`src/rtl/frp_pkg.sv`:
```
// ----------------------------------------------------------------------------
// frp_pkg: shared types and constants of the FASTA record parser
// Phase codes, queue command format, result codes and byte helpers.
// ----------------------------------------------------------------------------
package frp_pkg;

  // record length counter width and its saturation value
  localparam int LEN_W = 32;
  localparam int CMP_W = (LEN_W > 32) ? LEN_W : 32;
  localparam logic [LEN_W-1:0] LEN_MAX = {LEN_W{1'b1}};

  // command queue between front and back
  localparam int QDEPTH = 4;
  localparam int QPTR_W = $clog2(QDEPTH);
  localparam int QCNT_W = $clog2(QDEPTH + 1);

  // configuration register indexes
  localparam int CFG_IDX_W = 2;
  localparam logic [CFG_IDX_W-1:0] REG_ALLOW_OTHER = 2'd0;
  localparam logic [CFG_IDX_W-1:0] REG_MIN_LENGTH  = 2'd1;
  localparam logic [CFG_IDX_W-1:0] REG_MERGE_MODE  = 2'd2;
  localparam logic [CFG_IDX_W-1:0] REG_EMIT_BASES  = 2'd3;

  // result kinds
  localparam logic [1:0] KIND_BASE    = 2'd0;
  localparam logic [1:0] KIND_SUMMARY = 2'd1;
  localparam logic [1:0] KIND_INVALID = 2'd2;

  // record status codes
  localparam logic [1:0] ST_OK       = 2'd0;
  localparam logic [1:0] ST_EMPTY    = 2'd1;
  localparam logic [1:0] ST_SHORT    = 2'd2;
  localparam logic [1:0] ST_OVERFLOW = 2'd3;

  // base codes
  localparam logic [2:0] BASE_A = 3'd0;
  localparam logic [2:0] BASE_C = 3'd1;
  localparam logic [2:0] BASE_G = 3'd2;
  localparam logic [2:0] BASE_T = 3'd3;
  localparam logic [2:0] BASE_N = 3'd4;

  // special bytes
  localparam logic [7:0] CH_GT  = 8'h3E;
  localparam logic [7:0] CH_CR  = 8'h0D;
  localparam logic [7:0] CH_LF  = 8'h0A;
  localparam logic [7:0] CH_EOF = 8'hFF;

  typedef enum logic [1:0] {
    PH_FIRST  = 2'd0,
    PH_HEADER = 2'd1,
    PH_BODY   = 2'd2,
    PH_IGNORE = 2'd3
  } phase_t;

  // what the back end does with one queue entry
  typedef enum logic [1:0] {
    OP_BASE     = 2'd0,
    OP_SEP_BASE = 2'd1,
    OP_SUMMARY  = 2'd2,
    OP_INVALID  = 2'd3
  } op_t;

  typedef struct packed {
    op_t         op;
    logic [2:0]  code;
    logic [31:0] length;
    logic [1:0]  status;
    logic [15:0] idx;
    logic        last;
  } cmd_t;

  // classification of one body byte
  typedef struct packed {
    logic       keep;
    logic [2:0] code;
  } base_t;

  function automatic base_t base_of(input logic [7:0] b, input logic allow);
    logic [7:0] u;
    base_t      r;
    u      = (b >= 8'd97 && b <= 8'd122) ? (b - 8'd32) : b;
    r.keep = 1'b1;
    r.code = BASE_N;
    if (u < 8'd65 || u > 8'd90) begin
      r.keep = 1'b0;
    end else if (u == 8'h41) begin
      r.code = BASE_A;
    end else if (u == 8'h43) begin
      r.code = BASE_C;
    end else if (u == 8'h47) begin
      r.code = BASE_G;
    end else if (u == 8'h54) begin
      r.code = BASE_T;
    end else begin
      r.keep = allow;
    end
    return r;
  endfunction

  // reported length, capped at 32 bits
  function automatic logic [31:0] sat_len(input logic [LEN_W-1:0] n);
    logic [31:0] r;
    if (CMP_W'(n) > CMP_W'(32'hFFFF_FFFF)) begin
      r = 32'hFFFF_FFFF;
    end else begin
      r = 32'(n);
    end
    return r;
  endfunction

endpackage

```
`src/rtl/frp_byte_if.sv`:
```
// ----------------------------------------------------------------------------
// frp_byte_if: input byte channel
// Valid/ready channel carrying one file byte and an end marker.
// ----------------------------------------------------------------------------
interface frp_byte_if;
  logic       valid;
  logic       ready;
  logic [7:0] data_byte;
  logic       end_marker;

  modport source (output valid, data_byte, end_marker, input ready);
  modport sink   (input valid, data_byte, end_marker, output ready);
endinterface

```
`src/rtl/frp_result_if.sv`:
```
// ----------------------------------------------------------------------------
// frp_result_if: result channel
// Valid/ready channel carrying one base, record summary or invalid result.
// ----------------------------------------------------------------------------
interface frp_result_if;
  logic        valid;
  logic        ready;
  logic [1:0]  kind;
  logic [2:0]  base_code;
  logic [31:0] record_length;
  logic [1:0]  record_status;
  logic [15:0] accepted_index;
  logic        last_of_file;

  modport source (output valid, kind, base_code, record_length, record_status,
                  accepted_index, last_of_file, input ready);
  modport sink   (input valid, kind, base_code, record_length, record_status,
                  accepted_index, last_of_file, output ready);
endinterface

```
`src/rtl/frp_front.sv`:
```
// ----------------------------------------------------------------------------
// frp_front: byte classifier and record bookkeeping
// Tracks the parse phase and counters, and pushes commands into the queue.
// ----------------------------------------------------------------------------
module frp_front (
  input  logic                         clk,
  input  logic                         rst,
  frp_byte_if.sink                     byte_in,
  input  logic                         cfg_we,
  input  logic [frp_pkg::CFG_IDX_W-1:0] cfg_index,
  input  logic [31:0]                  cfg_data,
  input  logic                         q_full,
  output logic                         push,
  output frp_pkg::cmd_t                push_cmd
);

  frp_pkg::phase_t          phase, phase_next;
  logic [frp_pkg::LEN_W-1:0] record_count, record_count_next;
  logic [15:0]              accepted_count, accepted_count_next;

  logic        allow_other_letters;
  logic [31:0] min_length;
  logic        merge_mode;
  logic        emit_bases;

  logic           accept;
  logic           eof;
  frp_pkg::base_t cls;
  logic [1:0]     sum_status;
  logic [15:0]    sum_acc;

  // configuration registers
  always_ff @(posedge clk) begin
    if (rst) begin
      allow_other_letters <= 1'b1;
      min_length          <= '0;
      merge_mode          <= 1'b0;
      emit_bases          <= 1'b1;
    end else if (cfg_we) begin
      case (cfg_index)
        frp_pkg::REG_ALLOW_OTHER: allow_other_letters <= cfg_data[0];
        frp_pkg::REG_MIN_LENGTH:  min_length          <= cfg_data;
        frp_pkg::REG_MERGE_MODE:  merge_mode          <= cfg_data[0];
        frp_pkg::REG_EMIT_BASES:  emit_bases          <= cfg_data[0];
        default: ;
      endcase
    end
  end

  assign byte_in.ready = !q_full;
  assign accept        = byte_in.valid && byte_in.ready;
  assign eof           = byte_in.end_marker || (byte_in.data_byte == frp_pkg::CH_EOF);
  assign cls           = frp_pkg::base_of(byte_in.data_byte, allow_other_letters);

  // status of the record that closes now
  always_comb begin
    sum_acc = accepted_count;
    if (record_count == '0) begin
      sum_status = frp_pkg::ST_EMPTY;
    end else if (min_length != 32'd0 &&
                 frp_pkg::CMP_W'(record_count) < frp_pkg::CMP_W'(min_length)) begin
      sum_status = frp_pkg::ST_SHORT;
    end else if (record_count == frp_pkg::LEN_MAX) begin
      sum_status = frp_pkg::ST_OVERFLOW;
    end else begin
      sum_status = frp_pkg::ST_OK;
      if (accepted_count != 16'hFFFF) begin
        sum_acc = accepted_count + 16'd1;
      end
    end
  end

  // phase and counter registers
  always_ff @(posedge clk) begin
    if (rst) begin
      phase          <= frp_pkg::PH_FIRST;
      record_count   <= '0;
      accepted_count <= '0;
    end else begin
      phase          <= phase_next;
      record_count   <= record_count_next;
      accepted_count <= accepted_count_next;
    end
  end

  // next phase and queue command
  always_comb begin
    phase_next          = phase;
    record_count_next   = record_count;
    accepted_count_next = accepted_count;
    push                = 1'b0;
    push_cmd            = '0;
    if (accept) begin
      case (phase)
        frp_pkg::PH_FIRST: begin
          if (eof) begin
            push        = 1'b1;
            push_cmd.op = frp_pkg::OP_INVALID;
            push_cmd.last = 1'b1;
            record_count_next   = '0;
            accepted_count_next = '0;
          end else if (byte_in.data_byte == frp_pkg::CH_GT) begin
            phase_next        = frp_pkg::PH_HEADER;
            record_count_next = '0;
          end else begin
            push          = 1'b1;
            push_cmd.op   = frp_pkg::OP_INVALID;
            push_cmd.last = 1'b1;
            phase_next    = frp_pkg::PH_IGNORE;
          end
        end
        frp_pkg::PH_HEADER, frp_pkg::PH_BODY: begin
          if (eof || (phase == frp_pkg::PH_BODY &&
                      byte_in.data_byte == frp_pkg::CH_GT)) begin
            push            = 1'b1;
            push_cmd.op     = frp_pkg::OP_SUMMARY;
            push_cmd.length = frp_pkg::sat_len(record_count);
            push_cmd.status = sum_status;
            push_cmd.idx    = sum_acc;
            push_cmd.last   = eof;
            record_count_next = '0;
            if (eof) begin
              phase_next          = frp_pkg::PH_FIRST;
              accepted_count_next = '0;
            end else begin
              phase_next          = frp_pkg::PH_HEADER;
              accepted_count_next = sum_acc;
            end
          end else if (phase == frp_pkg::PH_HEADER) begin
            if (byte_in.data_byte == frp_pkg::CH_CR ||
                byte_in.data_byte == frp_pkg::CH_LF) begin
              phase_next = frp_pkg::PH_BODY;
            end
          end else if (cls.keep && record_count != frp_pkg::LEN_MAX) begin
            record_count_next = record_count + 1'b1;
            if (emit_bases) begin
              push          = 1'b1;
              push_cmd.code = cls.code;
              if (merge_mode && accepted_count != 16'd0 && record_count == '0) begin
                push_cmd.op = frp_pkg::OP_SEP_BASE;
              end else begin
                push_cmd.op = frp_pkg::OP_BASE;
              end
            end
          end
        end
        frp_pkg::PH_IGNORE: begin
          if (eof) begin
            phase_next          = frp_pkg::PH_FIRST;
            record_count_next   = '0;
            accepted_count_next = '0;
          end
        end
        default: ;
      endcase
    end
  end

`ifndef SYNTH
  // any end of file leaves a clean state for the next file
  a_eof_clears: assert property (@(posedge clk) disable iff (rst)
    (accept && eof) |=> (phase == frp_pkg::PH_FIRST && record_count == '0 &&
                         accepted_count == 16'd0))
    else $error("end of file did not clear the parser state");

  // an accepted record always reports a nonzero index
  a_ok_index: assert property (@(posedge clk) disable iff (rst)
    (push && push_cmd.op == frp_pkg::OP_SUMMARY && push_cmd.status == frp_pkg::ST_OK)
      |-> (push_cmd.idx != 16'd0))
    else $error("accepted record with zero index");
`endif

endmodule

```
`src/rtl/frp_queue.sv`:
```
// ----------------------------------------------------------------------------
// frp_queue: command queue
// Small FIFO of commands between the classifier and the result emitter.
// ----------------------------------------------------------------------------
module frp_queue (
  input  logic          clk,
  input  logic          rst,
  input  logic          push,
  input  frp_pkg::cmd_t push_cmd,
  output logic          full,
  output logic          head_valid,
  output frp_pkg::cmd_t head_cmd,
  input  logic          pop
);

  frp_pkg::cmd_t                 entries [frp_pkg::QDEPTH];
  logic [frp_pkg::QPTR_W-1:0]    wr_ptr, rd_ptr;
  logic [frp_pkg::QCNT_W-1:0]    count;

  assign full       = (count == frp_pkg::QCNT_W'(frp_pkg::QDEPTH));
  assign head_valid = (count != '0);
  assign head_cmd   = entries[rd_ptr];

  // storage
  always_ff @(posedge clk) begin
    if (push) begin
      entries[wr_ptr] <= push_cmd;
    end
  end

  // pointers and fill count
  always_ff @(posedge clk) begin
    if (rst) begin
      wr_ptr <= '0;
      rd_ptr <= '0;
      count  <= '0;
    end else begin
      if (push) begin
        wr_ptr <= wr_ptr + 1'b1;
      end
      if (pop) begin
        rd_ptr <= rd_ptr + 1'b1;
      end
      case ({push, pop})
        2'b10:   count <= count + 1'b1;
        2'b01:   count <= count - 1'b1;
        default: ;
      endcase
    end
  end

`ifndef SYNTH
  // the fill count tracks the pointer distance
  a_count_ptrs: assert property (@(posedge clk) disable iff (rst)
    (count <= frp_pkg::QCNT_W'(frp_pkg::QDEPTH)) &&
    (frp_pkg::QPTR_W'(count) == frp_pkg::QPTR_W'(wr_ptr - rd_ptr)))
    else $error("queue fill count out of step with pointers");
`endif

endmodule

```
`src/rtl/frp_back.sv`:
```
// ----------------------------------------------------------------------------
// frp_back: result emitter
// Turns queue commands into registered results, one per cycle unless stalled.
// ----------------------------------------------------------------------------
module frp_back (
  input  logic          clk,
  input  logic          rst,
  input  logic          head_valid,
  input  frp_pkg::cmd_t head_cmd,
  output logic          pop,
  frp_result_if.source  result_out
);

  logic out_valid;
  logic sep_done;
  logic load;
  logic emit_sep;

  // output register frees when empty or taken
  assign load     = head_valid && (!out_valid || result_out.ready);
  assign emit_sep = (head_cmd.op == frp_pkg::OP_SEP_BASE) && !sep_done;
  assign pop      = load && !emit_sep;

  assign result_out.valid = out_valid;

  // control
  always_ff @(posedge clk) begin
    if (rst) begin
      out_valid <= 1'b0;
      sep_done  <= 1'b0;
    end else begin
      if (load) begin
        out_valid <= 1'b1;
      end else if (result_out.ready) begin
        out_valid <= 1'b0;
      end
      if (pop) begin
        sep_done <= 1'b0;
      end else if (load && emit_sep) begin
        sep_done <= 1'b1;
      end
    end
  end

  // payload
  always_ff @(posedge clk) begin
    if (load) begin
      result_out.base_code      <= 3'd0;
      result_out.record_length  <= '0;
      result_out.record_status  <= 2'd0;
      result_out.accepted_index <= '0;
      result_out.last_of_file   <= 1'b0;
      case (head_cmd.op)
        frp_pkg::OP_BASE: begin
          result_out.kind      <= frp_pkg::KIND_BASE;
          result_out.base_code <= head_cmd.code;
        end
        frp_pkg::OP_SEP_BASE: begin
          result_out.kind      <= frp_pkg::KIND_BASE;
          result_out.base_code <= emit_sep ? frp_pkg::BASE_N : head_cmd.code;
        end
        frp_pkg::OP_SUMMARY: begin
          result_out.kind           <= frp_pkg::KIND_SUMMARY;
          result_out.record_length  <= head_cmd.length;
          result_out.record_status  <= head_cmd.status;
          result_out.accepted_index <= head_cmd.idx;
          result_out.last_of_file   <= head_cmd.last;
        end
        default: begin
          result_out.kind         <= frp_pkg::KIND_INVALID;
          result_out.last_of_file <= head_cmd.last;
        end
      endcase
    end
  end

`ifndef SYNTH
  // a pending separator belongs to a separator command at the queue head
  a_sep_head: assert property (@(posedge clk) disable iff (rst)
    sep_done |-> (head_valid && head_cmd.op == frp_pkg::OP_SEP_BASE))
    else $error("separator flag without matching queue head");
`endif

endmodule

```
`src/rtl/fasta_record_parser.sv`:
```
// ----------------------------------------------------------------------------
// fasta_record_parser: streaming FASTA byte parser
// Classifies file bytes and reports bases and per-record summaries.
// ----------------------------------------------------------------------------
// byte_in carries one file byte per request (end_marker or byte 255 ends the
// file); result_out carries base, record summary and invalid-file results.
// Registers are written through cfg_we/cfg_index/cfg_data, by the user only
// while idle, which the block does not enforce: 0 allow_other_letters,
// 1 min_length, 2 merge_mode, 3 emit_bases. A byte is taken every cycle
// while the 4-entry command queue has room; the classifier decides the
// record state in the cycle it takes the byte and queues at most one
// command. The emitter drains one result per cycle into an output register
// while result_out is ready. A merge separator adds an extra result, which
// the queue soaks up, so while result_out is ready the sustained rate
// stays at one byte per cycle. Reset clears the phase, counters and queue,
// and sets the registers to their defaults. When result_out stalls, the
// queue fills up to four commands and byte_in.ready drops; nothing is lost.
// ----------------------------------------------------------------------------
module fasta_record_parser (
  input  logic                          clk,
  input  logic                          rst,
  frp_byte_if.sink                      byte_in,
  frp_result_if.source                  result_out,
  input  logic                          cfg_we,
  input  logic [frp_pkg::CFG_IDX_W-1:0] cfg_index,
  input  logic [31:0]                   cfg_data
);

  logic          q_full;
  logic          push;
  frp_pkg::cmd_t push_cmd;
  logic          head_valid;
  frp_pkg::cmd_t head_cmd;
  logic          pop;

  frp_front u_front (
    .clk       (clk),
    .rst       (rst),
    .byte_in   (byte_in),
    .cfg_we    (cfg_we),
    .cfg_index (cfg_index),
    .cfg_data  (cfg_data),
    .q_full    (q_full),
    .push      (push),
    .push_cmd  (push_cmd)
  );

  frp_queue u_queue (
    .clk        (clk),
    .rst        (rst),
    .push       (push),
    .push_cmd   (push_cmd),
    .full       (q_full),
    .head_valid (head_valid),
    .head_cmd   (head_cmd),
    .pop        (pop)
  );

  frp_back u_back (
    .clk        (clk),
    .rst        (rst),
    .head_valid (head_valid),
    .head_cmd   (head_cmd),
    .pop        (pop),
    .result_out (result_out)
  );

endmodule

```
`src/flat_wrapper.sv`:
```
// flat-port wrapper written by rule: the top's interface ports become plain ports
module fasta_record_parser_flat 
  (clk, rst, cfg_we, cfg_index, cfg_data, byte_in_valid, byte_in_data_byte, byte_in_end_marker, byte_in_ready, result_out_valid, result_out_kind, result_out_base_code, result_out_record_length, result_out_record_status, result_out_accepted_index, result_out_last_of_file, result_out_ready);
  frp_byte_if byte_in_i ();
  frp_result_if result_out_i ();
  input  logic clk;
  input  logic rst;
  input  logic cfg_we;
  input  logic [frp_pkg::CFG_IDX_W-1:0] cfg_index;
  input  logic [31:0] cfg_data;
  input wire logic [$bits(byte_in_i.valid)-1:0] byte_in_valid;
  input wire logic [$bits(byte_in_i.data_byte)-1:0] byte_in_data_byte;
  input wire logic [$bits(byte_in_i.end_marker)-1:0] byte_in_end_marker;
  output wire logic [$bits(byte_in_i.ready)-1:0] byte_in_ready;
  output wire logic [$bits(result_out_i.valid)-1:0] result_out_valid;
  output wire logic [$bits(result_out_i.kind)-1:0] result_out_kind;
  output wire logic [$bits(result_out_i.base_code)-1:0] result_out_base_code;
  output wire logic [$bits(result_out_i.record_length)-1:0] result_out_record_length;
  output wire logic [$bits(result_out_i.record_status)-1:0] result_out_record_status;
  output wire logic [$bits(result_out_i.accepted_index)-1:0] result_out_accepted_index;
  output wire logic [$bits(result_out_i.last_of_file)-1:0] result_out_last_of_file;
  input wire logic [$bits(result_out_i.ready)-1:0] result_out_ready;
  assign byte_in_i.valid = byte_in_valid;
  assign byte_in_i.data_byte = byte_in_data_byte;
  assign byte_in_i.end_marker = byte_in_end_marker;
  assign byte_in_ready = byte_in_i.ready;
  assign result_out_valid = result_out_i.valid;
  assign result_out_kind = result_out_i.kind;
  assign result_out_base_code = result_out_i.base_code;
  assign result_out_record_length = result_out_i.record_length;
  assign result_out_record_status = result_out_i.record_status;
  assign result_out_accepted_index = result_out_i.accepted_index;
  assign result_out_last_of_file = result_out_i.last_of_file;
  assign result_out_i.ready = result_out_ready;
  fasta_record_parser u_core (.clk(clk), .rst(rst), .byte_in(byte_in_i), .result_out(result_out_i), .cfg_we(cfg_we), .cfg_index(cfg_index), .cfg_data(cfg_data));
endmodule
```
`config.mk`:
```
export PLATFORM = sky130hd
export DESIGN_NAME = fasta_record_parser_flat
export DESIGN_NICKNAME = d
export VERILOG_FILES = /design/src/rtl/frp_pkg.sv /design/src/rtl/frp_byte_if.sv /design/src/rtl/frp_result_if.sv /design/src/rtl/frp_front.sv /design/src/rtl/frp_queue.sv /design/src/rtl/frp_back.sv /design/src/rtl/fasta_record_parser.sv /design/src/flat_wrapper.sv
export SDC_FILE = /design/constraint.sdc
export NUM_CORES = 1
export LEC_CHECK = 0
export BUFFER_PORTS_ARGS = -buffer_cell sky130_fd_sc_hd__buf_2
export CORE_MARGIN = 3
export CORE_UTILIZATION = 25
export DETAILED_ROUTE_END_ITERATION = 10
export PLACE_DENSITY = 0.51
export SKIP_LAST_GASP = 1
export SLEW_MARGIN = 15
export SYNTH_ARGS = -nofsm -noshare
export SYNTH_HDL_FRONTEND = slang
export SYNTH_HIERARCHICAL = 1
export SYNTH_SLANG_ARGS = --single-unit
```
`constraint.sdc`:
```
create_clock -name clk -period 14.02 [get_ports clk]
set_clock_uncertainty 0.1 [all_clocks]
set_input_delay 2.804 -clock clk [delete_from_list [all_inputs] [get_ports clk]]
set_output_delay 2.804 -clock clk [all_outputs]
set_load 0.05 [all_outputs]
```
**Word-level counts from Yosys, hierarchy flattened**

Memories as Yosys holds them, arrays and structs flattened. A register that Yosys moved wholly into a read port is not among the register bits.
Cells that the tools add are included.

- Order comparisons: 6
- Multiplexer cells: 69
- Multipliers: 0
- Div/mod/pow operators: 0
- Add/sub/neg operators: 7
- Bitwise gates (word level): 0
- Equality and inequality tests: 31
- Shift-type cells: 0
- Reductions and logical operators: 40

Operator list:

| operator | number |
|---|---|
| $mux W32 | 7 |
| $mux W16 | 7 |
| $pmux W32 S3 | 1 |
| $mux W56 | 1 |
| $mux W53 | 1 |
| $mux W51 | 1 |
| $add A32 B1 Y32 const B | 1 |
| $eq A32 B32 Y1 const B | 1 |
| $eq A8 B7 Y1 const B | 4 |
| $gt A32 B32 Y1 const B | 1 |
| $logic_not A32 Y1 | 1 |
| $lt A32 B32 Y1 | 1 |
| $ne A32 B32 Y1 const B | 1 |
| $pmux W16 S2 | 1 |
| $reduce_bool A32 Y1 | 1 |
| $mux W2 | 14 |
| $mux W3 | 7 |
| $mux W1 | 18 |
| $add A16 B1 Y16 const B | 1 |
| $eq A8 B4 Y1 const B | 2 |
| $ne A16 B16 Y1 const B | 1 |
| $reduce_bool A16 Y1 | 1 |
| $mux W5 | 3 |
| $ne A3 B3 Y1 const B | 5 |
| 30 further kinds | 71 |

- RAM bits: 224
- Word-level logic and storage cells: 172
- Input port bits: 48
- Bits in registers: 150
- Latch bits: 0
- Output and inout bits: 58
- ROM bits: 0
- Memories kept: 1

Memories:

| memory | words | bits a word | read ports | clocked after Yosys merged registers in | write ports | line | RTL |
|---|---|---|---|---|---|---|---|
| u_core.u_queue.entries | 4 | 56 | 1 | 1 | 1 | frp_queue.sv:16 | `frp_pkg::cmd_t entries [frp_pkg::QDEPTH];` |

**Logic depth before layout (Yosys ltp)**

Gate-level depths: netlist of run 1.

- Depth in word-level cells: 17
- Depth in mapped cells: 14
- Mapped depth without buffers: 14

**By module**

The synthesis of run 1 kept the hierarchy.

By module, submodules not included:

| module | times used | area an instance (µm²) | cells an instance | seq. area each (µm²) |
|---|---|---|---|---|
| frp_queue | 1 | 8541.9 | 335 | 6906.6 |
| frp_front | 1 | 6187.2 | 831 | 1701.6 |
| frp_back | 1 | 2195.9 | 132 | 1721.7 |

**Worst setup path before layout of run 1**

OpenSTA, ideal clock, no wires.

- Path type: input to register
- From: input byte_in_data_byte[5]
- To: memory u_core/u_queue/entries[0][0] (netlist bit) (enable)
- Arrival: 5842 ps
- Stages on the path: 9
- Library setup time: 419 ps
- Path buffers: 0
- Data required time: 13501 ps
- Setup slack: 7659 ps
- Cells stage by stage: inv_1 ha_1 inv_1 o31ai_1 o31ai_1 a21oi_1 nor2_1 a41o_1 and2_1

- Word-level cells in the longest chain between the ends: 17
- Elaborated cells on any way between the ends: 32
- Classes of those cells: add/sub: 1; order compare: 4; eq/ne: 6; mux: 15; reduce/logical: 6

Ends and longest elaborated chain:

| element | line | RTL |
|---|---|---|
| start: declaration | flat_wrapper.sv:12 | `input wire logic [$bits(byte_in_i.data_byte)-1:0] byte_in_data_byte;` |
| $ge A8 B7 Y1 / $le A8 B7 Y1 (equally long branches) | frp_pkg.sv:81 | `u = (b >= 8'd97 && b <= 8'd122) ? (b - 8'd32) : b;` |
| $logic_and A1 B1 Y1 | frp_pkg.sv:81 |  |
| $mux W8 | frp_pkg.sv:81 |  |
| $eq A8 B7 Y1 | frp_pkg.sv:92 | `end else if (u == 8'h54) begin` |
| $mux W1 | frp_pkg.sv:92 |  |
| $mux W1 | frp_pkg.sv:90 | `end else if (u == 8'h47) begin` |
| $mux W1 | frp_pkg.sv:88 | `end else if (u == 8'h43) begin` |
| $mux W1 | frp_pkg.sv:86 | `end else if (u == 8'h41) begin` |
| [2 not listed] | - |  |
| $mux W1 | frp_front.sv:134 | `end else if (cls.keep && record_count != frp_pkg::LEN_MAX) begin` |
| $mux W1 | frp_front.sv:129 | `end else if (phase == frp_pkg::PH_HEADER) begin` |
| $mux W1 | frp_front.sv:113 | `if (eof \|\| (phase == frp_pkg::PH_BODY &&` |
| $pmux W1 S2 * | frp_front.sv:94 | `case (phase)` |
| $mux W1 * | frp_front.sv:93 | `if (accept) begin` |
| via u_core.push | fasta_record_parser.sv:30 | `logic push;` |
| $mux W1 * | frp_queue.sv:26 | `if (push) begin` |
| $mux W1 (not written as such) * | frp_queue.sv:27 | `entries[wr_ptr] <= push_cmd;` |
| end: declaration | frp_queue.sv:16 |  |

Mark *: on every way through the listed nets, which the timed path passes. The rest lies on a longest branch.

**Final worst setup path of run 1**

- From: input byte_in_data_byte[5]
- To: register u_core/u_queue/count[2] (netlist bit)

- Word-level cells in the longest chain between the ends: 17
- Elaborated cells on any way between the ends: 34
- Classes of those cells: add/sub: 1; order compare: 4; eq/ne: 8; mux: 14; reduce/logical: 7

Ends and longest elaborated chain:

| element | line | RTL |
|---|---|---|
| $ge A8 B7 Y1 / $le A8 B7 Y1 (equally long branches) | frp_pkg.sv:81 |  |
| $logic_and A1 B1 Y1 | frp_pkg.sv:81 |  |
| $mux W8 | frp_pkg.sv:81 |  |
| $eq A8 B7 Y1 | frp_pkg.sv:92 |  |
| $mux W1 | frp_pkg.sv:92 |  |
| $mux W1 | frp_pkg.sv:90 |  |
| $mux W1 | frp_pkg.sv:88 |  |
| $mux W1 | frp_pkg.sv:86 |  |
| [2 not listed] | - |  |
| $mux W1 | frp_front.sv:134 |  |
| $mux W1 | frp_front.sv:129 |  |
| $mux W1 | frp_front.sv:113 |  |
| $pmux W1 S2 * | frp_front.sv:94 |  |
| $mux W1 * | frp_front.sv:93 |  |
| via u_core.push | fasta_record_parser.sv:30 |  |
| $eq A2 B1 Y1 / $eq A2 B2 Y1 (equally long branches) | frp_queue.sv:44 | `case ({push, pop})` |
| $pmux W3 S2 / $reduce_bool A2 Y1 (equally long branches) | - |  |
| end signal: assignment | frp_queue.sv:45 | `2'b10: count <= count + 1'b1;` |
| end signal: assignment | frp_queue.sv:46 | `2'b01: count <= count - 1'b1;` |
| end: declaration | frp_queue.sv:18 | `logic [frp_pkg::QCNT_W-1:0] count;` |

Marked as above.
A chain may end at the register's enable or synchronous reset.

==> results of run 1 <==
power groups by stage:
stage | Clock, W | Combinational (W) | Sequential (W)
6_report | 0.00122 | 0.000895 | 0.00151
5_1_grt | 0.00129 | 0.000965 | 0.00154
4_1_cts | 0.00125 | 0.000922 | 0.00152
3_5_place_dp | 0 | 0.000920 | 0.00155
3_3_place_gp | 0 | 0.000914 | 0.00154
2_1_floorplan | 0 | 0.000412 | 0.00181
flip-flops by register name, summed over array words and instances (netlist names), 2 cells and up, named ones only:
name	cells
u_core/u_queue/count	3
u_core/u_front/accepted_count	16
u_core/u_queue/entries	224
u_core/u_queue/wr_ptr	2
u_core/u_front/min_length	32
u_core/u_back/result_out.kind	2
u_core/u_front/record_count	32
u_core/u_front/phase	2
u_core/u_back/result_out.accepted_index	16
u_core/u_queue/rd_ptr	2
u_core/u_back/result_out.record_status	2
u_core/u_back/result_out.base_code	3
u_core/u_back/result_out.record_length	32
through the flow:
| stage | hold slack, ps | setup slack, ps | cell area [um2] | instances | utilization [%] |
|---|---|---|---|---|---|
| floorplan | 349 | 7660 | 16900 | 1298 | - |
| global placement | 366 | 7500 | 18200 | 2205 | 27.4 |
| detailed placement | 366 | 7410 | 18200 | 2206 | 27.4 |
| CTS | 374 | 7990 | 19700 | 2282 | 29.7 |
| global route | 393 | 7660 | 19700 | 2282 | 29.7 |
| finish | 372 | 7920 | 19700 | 2284 | 29.7 |
tightest hold or removal path, cell delays in order, from the launching register on:
cell,delay [ps]
dfxtp_1,320
nand2_1,60
a21oi_1,50
kinds of logic (layout without fill, tap and decap cells):
group / Yosys count / in the layout
xor+xnor: 6 / 6
fa+ha+maj: 46 / 46
flops: 376 / 376
mux: 67 / 67
other cells: 0 / 2
simple gates: 477 / 477
compound gates: 201 / 201
buf+inv: 125 / 245
metal layers:
layer	vias to the layer above	part of all wire (%)
met2	255	45
li1	5127	-
met5	-	0.041
met1	5369	48
met3	59	5.1
met4	2	2.0
path summary, 6_finish.rpt:
kind / cells past startpoint / slack, ps / end
worst min-delay path: 2 / 370 / u_core/u_front/min_length[16]$_SDFFE_PP0P_
worst max register to register: 13 / 9840 / u_core/u_queue/count[2]$_SDFFE_PP0P_
worst max-delay path: 15 / 7920 / u_core/u_queue/count[2]$_SDFFE_PP0P_
worst min register to register: 2 / 370 / u_core/u_front/min_length[16]$_SDFFE_PP0P_
cell usage in the layout, fill, tap and decap left out, types with 25 or more instances in the layout:
cell,Yosys,routed
dfxtp_1,96,94
and2_1,99,95
buf_2,19,105
nor3_1,26,26
ha_1,45,45
nor2_1,51,50
edfxtp_1,280,280
nand3_1,25,25
inv_1,57,57
mux4_2,56,56
clkbuf_16,0,42
nand4_1,35,35
nand2_1,130,130
a21oi_1,69,69
layout make-up:
class / instances / share of cell area (%)
Antenna cell: 2 / 0.0254
Inverter: 57 / 1.08
Tap cell: 864 / 5.48
Sequential cell: 376 / 52.4
Timing Repair Buffer: 112 / 2.95
Multi-Input combinational cell: 797 / 30.4
Clock buffer: 49 / 5.46
Clock inverter: 27 / 2.24
==> flow_metrics.tcl, run 1 <==
set metrics [dict create \
    setup-tns-final_ps 0 \
    p_int_w 0.00244 \
    grt_pass1_wl_um 64100 \
    coreArea_um2 66500 \
    avgSynthCellArea_um2 13.0 \
    ioPinCount 106 \
    clockRootBuffer "clkbuf_16" \
    crit_path_end_kind "flop" \
    dieWidth_um 266 \
    setup_violations 0 \
    postCtsSetupBuffers 0 \
    cts.sinks 376 \
    period_minus_slack_ps 6100 \
    yosysWarningCount 6 \
    multi_input_area_um2 6000 \
    cp_max_fo 7 \
    yosys.area.top_type "edfxtp_1" \
    start_kind "input pin" \
    via_per_inst 4.73 \
    p_sw_share_pct 32.6 \
    ys_ff_latch 376 \
    grt_pass1_vias 10700 \
    r2r-start "u_core/u_front/record_count[0]$_SDFFE_PP0P_" \
    synthFlopType "edfxtp_1" \
    worstPathCellList "buf_2, inv_1, ha_1, inv_1, o31ai_1, o31ai_1, a21oi_1, nor2_1, a41o_1, inv_1, ha_1, fa_1, xnor2_1, or3_1, a21oi_1" \
    yosysTopAreaCellShare_pct 49.7 \
    grt_overflow_total 0 \
    pwr-share-clk_pct 33.5 \
    synth.area.top_cells "edfxtp_1 50%, dfxtp_1 11%, mux4_2 7.5%" \
    ir_worst_vdd_mv 0.0877 \
    cpPeakStageDelay_ps 490 \
    holdBufCountCts 0 \
    synth_mux_area_share_pct 8.10 \
    grt_use_met1_pct 16.7 \
    min_from "u_core/u_front/min_length[16]$_SDFFE_PP0P_" \
    seq_area_um2 10300 \
    slew_violations 0 \
    syn_area_um2 16900 \
    crit_arrival_ps 6490 \
    rsz0062_at_grt "false" \
    cts_resized 0 \
    relSlewSlack_pct 25.8 \
    total_leakage_power_nw 6.84 \
    synth_compound_area_share_pct 8.04 \
    antenna_found_initial 3 \
    clk_latency_ps 570 \
    use_met2_pct 18.1 \
    clock_path_buffers 3 \
    grt_max_degree 70 \
    dieArea_um2 70900 \
    nets 1479 \
    power_density_nw_per_um2 184 \
    p_sw_w 0.00118 \
    ys_seq_area_share_pct 61.0 \
    synth.most_common_cell "edfxtp_1" \
    path_class "input pin to flop" \
    fmax_mhz 164 \
    io_buffers 105 \
    hp-class "flop to flop" \
    routed_wl_um 41900 \
    first_pass_iters 5 \
    pwr-share-seq_pct 41.8 \
    tightest_slew_ps 1100 \
    max_cap_violations 0 \
    die_h_um 266 \
    synth-simple-area-share_pct 15.4 \
    h-tree-depth 2 \
    worstPathRequired_ps 14400 \
    report.power.total_w 0.00363 \
    synthCells 1298 \
    start_util_pct 25.5 \
    ant_nets 0 \
    num_rows 94 \
    cts_buffers 41 \
    grt-busiest-layer "met2" \
    ys_top_cells_by_count "280 x edfxtp_1, 130 x nand2_1, 99 x and2_1, 96 x dfxtp_1, 69 x a21oi_1" \
    grtUsageMet3_pct 2.10 \
    synth_top_family_by_area "simple AND/OR/NAND/NOR gates" \
    drive_gt1_share_pct 18.4 \
    vias 10800 \
    synth-adder-area-share_pct 3.44 \
    ys_types 79 \
    hold_viol_final 0 \
    cp-startpoint "byte_in_data_byte[5]" \
    critical_path_buf_inv_count 4 \
    tritoncts "done" \
    outcome "finished clean" \
    synth_fp_nets 1392 \
    async_reset_ff_share_pct 0 \
    area_growth_pct 16.6 \
    clk_pin_slew_ps 60 \
    drc_errors 0 \
    synth_edf_count 280 \
    cp_common_cell "inv_1" \
    fill_cells 6684 \
    drt_iter0_markers 848 \
    p_comb_share_pct 24.7 \
    wire_per_inst_um 18.3 \
    critPathTopFamily "compound AO/OA/AOI/OAI gates" \
    synth_xor_area_share_pct 0.310 \
    place_congestion 0.794 \
    grtUsageTotal_pct 11.7 \
    crit_path_top_delay_cell "o31ai_1" \
    period_share_pct 43.5 \
    hpwl_um 27900 \
]
No activity file was read; power rests on OpenSTA's default activity.
==> inputs of run 2 (changes only) <==
Settings changed: PLACE_DENSITY 0.51 to 0.52.
Clock period 14.02 ns to 5.6 ns, I/O delays scaled along.
==> run 2 against run 1 <==
- non-clock buffer count rose by 8
- global-route usage about the same
- critical path depth did not move
- sequential power rose by 150%
- combinational power rose to 2.6 times the previous value
- register-to-register slack got worse by 8300 ps
- design area decreased by 0.65%
- hold slack worse by 0.95 ps
- highest routed layer unchanged
- largest cell class unchanged
==> flow_metrics.tcl, run 2 (synthesis gave the netlist of run 1 again) <==
set metrics [dict create \
    drive_gt1_share_pct 18.8 \
    drt_iter0_markers 830 \
    setup_violations 0 \
    r2r_slack_ps 1500 \
    hold_viol_final 0 \
    grtUsageTotal_pct 11.6 \
    nets 1486 \
    grt_pass1_wl_um 65100 \
    start_util_pct 25.5 \
    slew_violations 0 \
    grt_max_degree 57 \
    worstPathCellList "buf_2, inv_1, ha_1, inv_1, o31ai_1, o31ai_1, a21oi_1, nor2_1, a41o_1, inv_1, ha_1, fa_1, xnor2_1, or3_1, a21oi_1" \
    die_h_um 266 \
    largest_reg_flops 224 \
    ioPinCount 106 \
    vias 10700 \
    setup-tns-final_ps 0 \
    holdWs_ps 371 \
    wire_per_inst_um 18.0 \
    cts.sinks 376 \
    first_pass_iters 7 \
    coreArea_um2 66500 \
    crit_path_end_kind "flop" \
    hp-class "flop to flop" \
    post-route-util_pct 29.5 \
    tightest_slew_ps 1090 \
    layout_common_cells "280 x edfxtp_1, 130 x nand2_1, 105 x buf_2, 95 x and2_1, 94 x dfxtp_1" \
    period_minus_slack_ps 4380 \
    period_share_pct 78.1 \
    outcome "finished clean" \
    place_congestion 0.826 \
    postCtsSetupBuffers 0 \
    grt_overflow_total 0 \
    finalNonFillerCells 2293 \
    num_rows 94 \
    clockRootBuffer "clkbuf_16" \
    tritoncts "done" \
    via_per_inst 4.68 \
    drc_errors 0 \
    h-tree-depth 2 \
    relSlewSlack_pct 27.2 \
    dieWidth_um 266 \
    report.power.total_w 0.00859 \
    area_growth_pct 15.9 \
    path_class "input pin to flop" \
    cp_max_fo 7 \
    cts_buffers 40 \
    clk_latency_ps 540 \
    regMostFlops "u_core/u_queue/entries" \
    dieArea_um2 70900 \
    worstPathRequired_ps 5960 \
    grt_pass1_vias 10800 \
    rsz0062_at_grt "false" \
    cp_common_cell "inv_1" \
    clock_path_buffers 3 \
    cpPeakStageDelay_ps 450 \
    antenna_found_initial 11 \
    ir_worst_vdd_mv 0.219 \
    ant_nets 0 \
    mostFrequentLayoutCell "edfxtp_1" \
    clk_pin_slew_ps 60 \
    max_cap_violations 0 \
    hpwl_um 28000 \
    holdBufCountCts 0 \
    io_buffers 105 \
    fmax_mhz 229 \
    routed_wl_um 41300 \
    crit_path_top_delay_cell "o31ai_1" \
    cts_resized 0 \
    total_leakage_power_nw 6.77 \
    start_kind "input pin" \
    placedCellCount 2213 \
    crit_arrival_ps 4740 \
    power_density_nw_per_um2 438 \
]
[run 2: critical path, delay by kind of cell]
kind                     cells  cell delay (ps)
XOR/XNOR                     1              160
adder cells (fa/ha/maj)      3              930
buffers and inverters        4              390
AND/OR/NAND/NOR              2              740
AO/OA/AOI/OAI                5             1400
[run 2: worst paths after layout]
kind / start / to / cells after the start
min reg2reg: u_core/u_front/min_length[18]$_SDFFE_PP0P_ / u_core/u_front/min_length[18]$_SDFFE_PP0P_ / 2
max reg2reg: u_core/u_front/record_count[0]$_SDFFE_PP0P_ / u_core/u_queue/count[2]$_SDFFE_PP0P_ / 13
min: u_core/u_front/min_length[18]$_SDFFE_PP0P_ / u_core/u_front/min_length[18]$_SDFFE_PP0P_ / 2
max: byte_in_data_byte[5] / u_core/u_queue/count[2]$_SDFFE_PP0P_ / 15
[run 2: area by class of cell]
class	count	area (um2)
inverters	57	214
fillers	6627	46800
clock buffers	50	1060
clock inverters	23	198
diodes	6	15.0
well taps	864	1080
repair buffers	120	708
flip-flops and latches	376	10300
multi-input cells	797	6000
[run 2: layer usage]
metal  global-route usage (%)  up-vias  routed length, um
li1                         -     5131                  -
met1                     16.2     5281              19500
met2                     18.0      254              18400
met3                     2.65       70               2330
met4                     3.76        6               1040
met5                        0        -                 40
[run 2: stage by stage]
step	setup WS (ps)	instance area (um2)
finish	1220	19600
global route	1010	19600
CTS	1270	19600
detailed placement	709	18300
global placement	893	18300
floorplan	923	16900
[run 2: report_power, final]
| group | total, W | switching (W) | internal, W |
|---|---|---|---|
| logic | 0.00231 | 0.00164 | 0.000666 |
| registers | 0.00374 | 0.000163 | 0.00357 |
| clock network | 0.00254 | 0.00109 | 0.00145 |
| total | 0.00859 | 0.00290 | 0.00569 |
==> inputs of run 3 (changes only) <==
Settings changed: ABC_AREA from default to 1.
Clock period 5.6 ns to 4 ns, I/O delays scaled along.
==> run 3 against run 2 <==
- sequential share of layout area decreased by 3.0 points
- register-to-register slack got worse by 880 ps
- design area increased by 6.1%
- sequential cell count unchanged
- setup slack got worse by 610 ps
- sequential power increased by 59%
- synthesized cell count increased by 43%
- critical path depth increased by 8
- cell count increased by 27%
- count of clock-buffer cells in the layout unchanged
- routed wire length increased by 11%
- combinational power increased to 2.8 times the previous value
==> flow_metrics.tcl, run 3 <==
set metrics [dict create \
    outcome "finished clean" \
    avgSynthCellArea_um2 9.64 \
    drt_iter0_markers 1029 \
    drc_errors 0 \
    clock_path_buffers 3 \
    clk_latency_ps 550 \
    p_int_w 0.00958 \
    antenna_found_initial 4 \
    postCtsSetupBuffers 0 \
    io_buffers 105 \
    fin_area_um2 20800 \
    p_comb_share_pct 40.2 \
    setup_violations 0 \
    p_sw_w 0.00677 \
    ys_seq_area_share_pct 57.9 \
    h-tree-depth 2 \
    cpPeakStageDelay_ps 410 \
    cp_max_fo 7 \
    synthCells 1851 \
    holdBufCountCts 0 \
    dpl_cell_area_um2 19400 \
    vias 13100 \
    hpwl_um 31600 \
    async_reset_ff_share_pct 0 \
    hp-class "flop to flop" \
    grtUsageTotal_pct 12.1 \
    worstPathRequired_ps 4380 \
    place_congestion 0.868 \
    ant_nets 0 \
    dieArea_um2 74600 \
    start_kind "input pin" \
    critical_path_buf_inv_count 4 \
    hold_viol_final 0 \
    cts_resized 0 \
    synth.area.top_cells "edfxtp_1 47%, dfxtp_1 11%, nor2_1 5.9%" \
    pwr-share-seq_pct 36.4 \
    drive_gt1_share_pct 14.7 \
    yosysWarningCount 6 \
    tritoncts "done" \
    critPathTopFamily "simple AND/OR/NAND/NOR gates" \
    grt_pass1_wl_um 72000 \
    worstPathCellList "buf_2, nor2_1, nand3_1, nand2_1, inv_1, nand3_1, nand2_1, nor2_4, nand3_1, nand3_1, nor2_2, nor2_1, nand2_1, o22ai_1, buf_4, inv_1, ha_1, fa_1, nand2_1, nand2_1, nor2_1, nor2_1, nor2_1" \
    first_pass_iters 5 \
    via_per_inst 4.49 \
    dieWidth_um 273 \
    num_rows 97 \
    yosysTopAreaCellShare_pct 47.1 \
    layout_common_cells "280 x nor2_1, 280 x edfxtp_1, 220 x nand2_1, 210 x inv_1, 150 x o21ai_0" \
    ioPinCount 106 \
    path_class "input pin to flop" \
    clockRootBuffer "clkbuf_16" \
    ys_top_cells_by_count "280 x edfxtp_1, 280 x nor2_1, 220 x nand2_1, 216 x inv_1, 150 x o21ai_0" \
    p_sw_share_pct 41.4 \
    setup-tns-final_ps 0 \
    synth_fp_nets 1945 \
    power_density_nw_per_um2 786 \
    grt_pass1_vias 12800 \
    synthFlopType "edfxtp_1" \
    coreArea_um2 70400 \
    fill_cells 7386 \
    cts_buffers 40 \
    crit_path_end_kind "flop" \
    crit_arrival_ps 3770 \
    max_cap_violations 0 \
    total_leakage_power_nw 7.72 \
    grt_overflow_total 0 \
    wire_per_inst_um 15.7 \
    ys_types 41 \
    period_minus_slack_ps 3390 \
    regMostFlops "u_core/u_queue/entries" \
    yosys.area.top_type "edfxtp_1" \
    synth_edf_count 280 \
    cts.sinks 376 \
    clk_pin_slew_ps 60 \
    die_h_um 273 \
    largest_reg_flops 224 \
    nets 2042 \
    slew_violations 0 \
    crit_path_top_delay_cell "fa_1" \
    period_share_pct 84.7 \
    area_growth_pct 16.6 \
    pwr-share-clk_pct 23.4 \
    rsz0062_at_grt "false" \
    routed_wl_um 45800 \
    ys_ff_latch 376 \
    ir_worst_vdd_mv 0.521 \
    tightest_slew_ps 856 \
    syn_area_um2 17800 \
    fmax_mhz 295 \
    grt_max_degree 71 \
    relSlewSlack_pct 43.0 \
    start_util_pct 25.3 \
]
-- run 3: cell count changes after synthesis, moves of 22 or more --
cell,delta
and2_1,-99
mux4_2,-56
o21ai_1,+28
a21oi_1,+45
o22ai_1,+30
inv_1,+159
o22ai_2,+26
nand2_1,+90
nor2_4,+22
o21ai_0,+130
o31ai_1,-22
nor2_1,+229
nand3_1,+88
-- run 3: power by group through the flow --
stage                     sequential, W  combinational [W]  clock [W]
after floorplan                 0.00700            0.00390          0
after CTS                       0.00596            0.00669    0.00396
after global routing            0.00605            0.00733    0.00411
after detailed placement        0.00604            0.00667          0
after global placement          0.00602            0.00659          0
final                           0.00595            0.00657    0.00383
-- run 3: cell families after synthesis --
group / synth area share [%]
fa+ha+maj: 3.27
compound gates: 12.0
flops: 57.9
buf+inv: 7.48
xor+xnor: 0.245
simple gates: 19.1
-- run 3: path summary, 6_finish.rpt --
| path | start | to | slack, ps | cells past startpoint |
|---|---|---|---|---|
| max | byte_in_data_byte[2] | u_core/u_queue/count[2]$_SDFFE_PP0P_ | 610 | 23 |
| min | u_core/u_queue/rd_ptr[1]$_SDFFE_PP0P_ | flop | 370 | 1 |
| max reg2reg | u_core/u_front/record_count[1]$_SDFFE_PP0P_ | u_core/u_queue/count[2]$_SDFFE_PP0P_ | 620 | 22 |
| min reg2reg | u_core/u_queue/rd_ptr[1]$_SDFFE_PP0P_ | flop | 370 | 1 |
-- run 3: worst reg2reg max path: stages (launching register included) --
cell,delay (ps)
dfxtp_1,350
ha_1,220
nand3_1,100
inv_1,80
nand3_1,150
nor2_1,80
nand4_1,70
buf_4,170
nand2_1,70
inv_1,50
nand3_1,120
nor2_1,160
nand2_1,140
o22ai_1,170
buf_4,190
inv_1,90
ha_1,230
fa_1,410
nand2_1,100
nand2_1,50
nor2_1,80
nor2_1,40
nor2_1,80
-- run 3: metal layers --
metal	share of wire, %	GRT usage [%]
met1	47	16.4
met2	46	19.9
met3	4.1	1.70
met4	2.5	3.76
met5	0.046	0
-- run 3: final cells by class --
cell class                 count  area [um2]  area share, %
tap                          940        1180           5.65
clock buffer                  50        1080           5.20
multi-input combinational   1170        6190           29.7
timing repair buffer         138         898           4.32
sequential                   376       10300           49.7
clock inverter                24         288           1.38
antenna                        2        5.00         0.0241
inverter                     222         836           4.02
-- run 3: through the flow --
step | hold slack [ps] | power (W) | utilization, % | cells | setup slack (ps)
3_3_place_gp | 323 | 0.0126 | 27.6 | 2846 | 125
3_5_place_dp | 370 | 0.0127 | 27.6 | 2846 | 89.4
6_report | 374 | 0.0163 | 29.6 | 2922 | 611
2_1_floorplan | 312 | 0.0109 | - | 1851 | 94.9
5_1_grt | 406 | 0.0175 | 29.6 | 2922 | 216
4_1_cts | 379 | 0.0166 | 29.5 | 2920 | 600
